===== src/rtl/boxavg_pkg.sv =====
// ============================================================================
// boxavg_pkg
// Shared types and constants for the box average downscaler.
// ============================================================================
package boxavg_pkg;

    localparam int NUM_CH = 3;

    localparam int CFG_IDX_W  = 2;
    localparam int CFG_DATA_W = 12;

    localparam logic [CFG_IDX_W-1:0] CFG_WIDTH_FACTOR  = 2'd0;
    localparam logic [CFG_IDX_W-1:0] CFG_HEIGHT_FACTOR = 2'd1;
    localparam logic [CFG_IDX_W-1:0] CFG_IMAGE_WIDTH   = 2'd2;

    typedef struct packed {
        logic       frame_start;
        logic [7:0] in_blue;
        logic [7:0] in_green;
        logic [7:0] in_red;
    } t_pix_in;

    typedef struct packed {
        logic [7:0] out_blue;
        logic [7:0] out_green;
        logic [7:0] out_red;
        logic       row_end;
    } t_pix_out;

    // controller -> datapath
    typedef struct packed {
        logic accept;    // latch pixel, apply frame clear, start column-count divide
        logic step;      // update sums, counters and column memory
        logic div_sums;  // start the block-mean divide
        logic load_out;  // move quotients into the output register
    } t_cmd;

    // datapath -> controller
    typedef struct packed {
        logic div_done;
        logic emit;
        logic out_free;
    } t_status;

endpackage


===== src/rtl/boxavg_ctrl.sv =====
// ============================================================================
// boxavg_ctrl
// Sequencer: accept, column-count divide, step, mean divide, output load.
// ============================================================================
module boxavg_ctrl (
    input  logic                i_clk,
    input  logic                i_rst_n,
    input  logic                i_in_valid,
    output logic                o_in_stall,
    input  boxavg_pkg::t_status i_status,
    output boxavg_pkg::t_cmd    o_cmd
);
    typedef enum logic [4:0] {
        S_IDLE = 5'b00001,
        S_DIVC = 5'b00010,
        S_STEP = 5'b00100,
        S_DIVS = 5'b01000,
        S_OUT  = 5'b10000
    } t_state;

    t_state r_state;
    t_state n_state;

    assign o_in_stall = (r_state != S_IDLE);

    always_comb begin
        n_state        = r_state;
        o_cmd          = '0;
        unique case (r_state)
            S_IDLE: begin
                if (i_in_valid) begin
                    o_cmd.accept = 1'b1;
                    n_state      = S_DIVC;
                end
            end
            S_DIVC: begin
                if (i_status.div_done) begin
                    n_state = S_STEP;
                end
            end
            S_STEP: begin
                o_cmd.step = 1'b1;
                if (i_status.emit) begin
                    o_cmd.div_sums = 1'b1;
                    n_state        = S_DIVS;
                end else begin
                    n_state = S_IDLE;
                end
            end
            S_DIVS: begin
                if (i_status.div_done) begin
                    n_state = S_OUT;
                end
            end
            S_OUT: begin
                if (i_status.out_free) begin
                    o_cmd.load_out = 1'b1;
                    n_state        = S_IDLE;
                end
            end
            default: n_state = S_IDLE;
        endcase
    end

    always_ff @(posedge i_clk) begin
        if (!i_rst_n) begin
            r_state <= S_IDLE;
        end else begin
            r_state <= n_state;
        end
    end

endmodule


===== config.mk =====
export PLATFORM = sky130hd
export DESIGN_NAME = boxavg_ctrl
export DESIGN_NICKNAME = d
export VERILOG_FILES = /design/src/rtl/boxavg_pkg.sv /design/src/rtl/boxavg_ctrl.sv
export SDC_FILE = /design/constraint.sdc
export NUM_CORES = 1
export LEC_CHECK = 0
export BUFFER_PORTS_ARGS = -buffer_cell sky130_fd_sc_hd__buf_4
export CAP_MARGIN = 20
export CORE_AREA = 4 4 41 43
export DETAILED_ROUTE_END_ITERATION = 7
export DIE_AREA = 0 0 45 47
export PLACE_DENSITY = 0.5
export SLEW_MARGIN = 20
export SYNTH_ARGS = -nofsm -noshare
export SYNTH_HDL_FRONTEND = slang
export SYNTH_SLANG_ARGS = --single-unit

===== constraint.sdc =====
create_clock -name i_clk -period 1.8 [get_ports i_clk]
set_clock_uncertainty 0.2 [all_clocks]
set_input_delay 0.18 -clock i_clk [delete_from_list [all_inputs] [get_ports i_clk]]
set_output_delay 0.18 -clock i_clk [all_outputs]
set_load 0.01 [all_outputs]

## Word level (Yosys, flattened, before mapping)

Cells that the tools add are included.

| word-level totals | value |
|---|---|
| output and inout port bits | 5 |
| memory bits (writable) | 0 |
| input bits | 6 |
| memories | 0 |
| register bits | 5 |
| latch bits | 0 |
| memory bits (read-only) | 0 |

| operators by class | value |
|---|---|
| equality and inequality tests | 10 |
| reductions and logical operators | 1 |
| bitwise operators | 0 |
| mux-type cells | 12 |
| magnitude comparators | 0 |
| $add $sub $neg | 0 |
| div/mod/pow operators | 0 |
| multiply operators | 0 |
| shift-type cells | 0 |

Operators with widths:

| operator | number |
|---|---|
| $pmux 5 s5 | 1 |
| $mux 5 | 4 |
| $ne 2x2->1 const B | 4 |
| $eq 5x1->1 const B | 1 |
| $eq 5x2->1 const B | 1 |
| $eq 5x3->1 const B | 1 |
| $eq 5x4->1 const B | 1 |
| $eq 5x5->1 const B | 1 |
| $mux 1 | 5 |
| $ne 5x1->1 const B | 1 |
| $mux 4 | 1 |
| $reduce_and 4->1 | 1 |
| $mux 2 | 1 |

## Longest topological paths before layout

| depth | value |
|---|---|
| depth in word-level cells | 3 |
| gate-level depth with buffers | 5 |
| depth with buffers taken out | 4 |

## Worst setup path after synthesis

OpenSTA, ideal clock, no wires.

| timing path | value |
|---|---|
| path kind | register to register |
| from | register r_state[2] |
| to | register r_state[1] |
| stages on the path, launching flop included | 6 |
| arrival | 1.254 ns |
| data required time | 1.542 ns |
| library setup time | 0.058 ns |
| buffers on the path | 1 |
| clock period less this slack | 1.512 ns |
| slack | 0.288 ns |
| cell sequence | dfxtp_1 buf_6 or4_4 nor2_4 and2_1 o21a_1 |

| on the way | value |
|---|---|
| cells in the longest elaborated chain, start to end | 3 |

Ends and longest elaborated chain:

| what | line | source |
|---|---|---|
| start, declared | boxavg_ctrl.sv:21 | `t_state r_state;` |
| start signal, assigned | boxavg_ctrl.sv:69 | `r_state <= n_state;` |
| $eq 5x2->1 (tied with other cells) | boxavg_ctrl.sv:29 | `unique case (r_state)` |
| $ne 2x2->1 (no source line) | - |  |
| $reduce_and 4->1 (no source line) | - |  |

Several ways; a longest one is shown, not always the timed one.
A chain may end at the register's enable or synchronous reset.

==> out/metrics.csv <==
metric;value;unit
port_buffers;10;
p_sw;0.0855;mW
cp_slowest_cell;dfxtp_1;
grt_usage;8.53;%
share_comb_of_total_power;18.7;%
leakagePower;0.190;nW
synth_common_cells;dfxtp_1, nor2_1, a21oi_1, o21a_1;
reg2reg_slack;0.25;ns
cts_buffers;3;
cts_buffer_depth;2;
synthArstFlopShare;0;%
yosysSeqAreaShare;31.9;%
postRouteWirelength;780;um
relSlewSlack;78.1;%
crit_start;r_state[1]$_SDFFE_PN0P_;
row_count;13;
vias;333;
grt_overflow_total;0;
reg2regPathDepth;4;
synth_edf_count;0;
ir_worst_vdd;347;uV
cpPeakStageDelay;0.38;ns
rsz0062_at_grt;false;
dr.pass1.iters;4;
postRouteAntennaNets;0;
synthTopCellsByArea;dfxtp_1, o21a_1, nor2_1;
reg_top3;r_state: 5 flops;
path_class;reg -> out;
syn_area;314;um2
critPathArrivalTime;1.28;ns
n_fill_cell;152;
finalSetupViolCount;0;
drv_cap;0;
synthFlopType;dfxtp_1;
path_clk_slew;0.05;ns
power_density;735;nW/um2
grt_max_degree;10;
endpoint_kind;output port;
status;finished, final reports clean;
pin_count;11;
tritoncts;done;
dpl.cell_count;60;
drive_above_1_share;32.0;%
drtIter0Drc;7;
largest_reg_flops;5;
startpoint_type;flop;
synth_nets;43;
root_buffer;clkbuf_4;
worst_hold_path_type;in -> reg;
utilization;33.2;%
cp_num_buf_inv;1;
synth_top_area_share;31.9;%
p_clk_share;41.6;%
ys_ff_latch;5;
grt_pass1_vias;328;
postSynthCellCount;37;
stdcell_count;65;
initial_core_util;24.1;%
power_frac_seq;39.7;%
dp_hpwl;561;um
crit_end;o_cmd[0];
critPathTopFamily;simple AND/OR/NAND/NOR gates;
post_cts_buffers;0;
fin_setup_tns;0;ns
clock_latency;0.24;ns
antenna_found_initial;0;
cts_sinks;5;
finalMaxSlewViolations;0;
synth_cell_types;23;
syn_area_per_cell;8.49;um2
n_antenna_cell;0;
die_w;45;um
reg2reg_from;r_state[2]$_SDFFE_PN0P_;
drc;0;
grt_pass1_wl;1330;um
yosysWarnings;0;
p_int;0.232;mW
r2r_end;r_state[1]$_SDFFE_PN0P_;
top_register;r_state;
finalCritPeriodShare;92.0;%
period_needed;1.66;ns
p_sw_share;26.9;%
die_area;2120;um2
via_per_inst;5.12;
gp_congestion;0.709;
core;1300;um2
h-tree-depth;1;
required;1.42;ns
fmax;604;MHz
die_h;47;um
wire_per_inst;12.0;um
crit_cells;3;
worst_slew_pin_slew;0.324;ns
yosys.area.top_type;dfxtp_1;
fin_nets;57;
syn2layout_area_growth;37.5;%
cp_cell_sequence;nor4_1 > and3_1 > buf_4;
finalHoldViolations;0;
crit_path_max_fanout;7;
final cells by class:
cell class / instances / area (um2) / area share (%)
Multi-Input combinational cell: 29 / 198 / 45.8
Sequential cell: 5 / 100 / 23.2
Timing Repair Buffer: 11 / 85.1 / 19.7
Clock buffer: 4 / 26.3 / 6.09
Tap cell: 15 / 18.8 / 4.35
Inverter: 1 / 3.75 / 0.870
routing by layer:
layer,global-route usage [%],up-vias,part of all wire [%]
met4,4.68,0,1.3
li1,-,162,-
met3,3.07,4,5.9
met5,0,-,0
met2,14.7,18,50
met1,9.09,149,42
metrics by stage:
stage	hold WS [ns]	instance area (um2)	total power, mW	setup slack (ns)
global placement	0.231	393	0.185	0.267
finish	0.0397	432	0.317	0.144
detailed placement	0.227	393	0.184	0.262
floorplan	0.0975	314	0.158	0.288
global route	0.0477	432	0.344	0.0365
CTS	0.0378	429	0.322	0.123
worst reg2reg max path, cell delays in order (launching register included):
cell and delay, ns:
dfxtp_1 0.38, or4_4 0.55, nor2_4 0.14, and2_1 0.13
o21a_1 0.10
layout by cell type (no fill, tap or decap), types with 2 or more instances in the layout:
master	synthesis	routed
dfxtp_1	5	5
o21a_1	3	3
and3_1	2	2
a21oi_1	3	3
buf_4	0	10
nor2_1	5	4
clkbuf_4	0	3
nand3_1	2	2
worst min path at each step:
stage	startpoint	endpoint	depth (start not counted)
final	i_in_valid	r_state[0]$_SDFFE_PN1P_	3
after detailed placement	i_rst_n	r_state[4]$_SDFFE_PN0P_	2
after CTS	i_in_valid	r_state[0]$_SDFFE_PN1P_	3
after global routing	i_in_valid	r_state[0]$_SDFFE_PN1P_	3
after floorplan	i_rst_n	r_state[1]$_SDFFE_PN0P_	1
after global placement	i_rst_n	r_state[4]$_SDFFE_PN0P_	2
logic make-up after synthesis:
logic type | share of synthesized area [%]
flip-flops | 31.9
AO/OA/AOI/OAI | 14.3
buffers and inverters | 5.97
AND/OR/NAND/NOR | 42.2
XOR/XNOR | 5.58
power groups by stage:
stage	clock [mW]	sequential, mW	combinational (mW)
floorplan	0	0.124	0.0333
global placement	0	0.127	0.0574
detailed placement	0	0.127	0.0572
CTS	0.138	0.125	0.0592
global route	0.151	0.126	0.0670
finish	0.132	0.126	0.0593
timing repair:
action                     CTS  global route
hold endpoints to repair     3             0
gates resized for setup      0             1
setup endpoints to repair    0             1
hold buffers                 1             0
No activity file was read; power rests on OpenSTA's default activity.
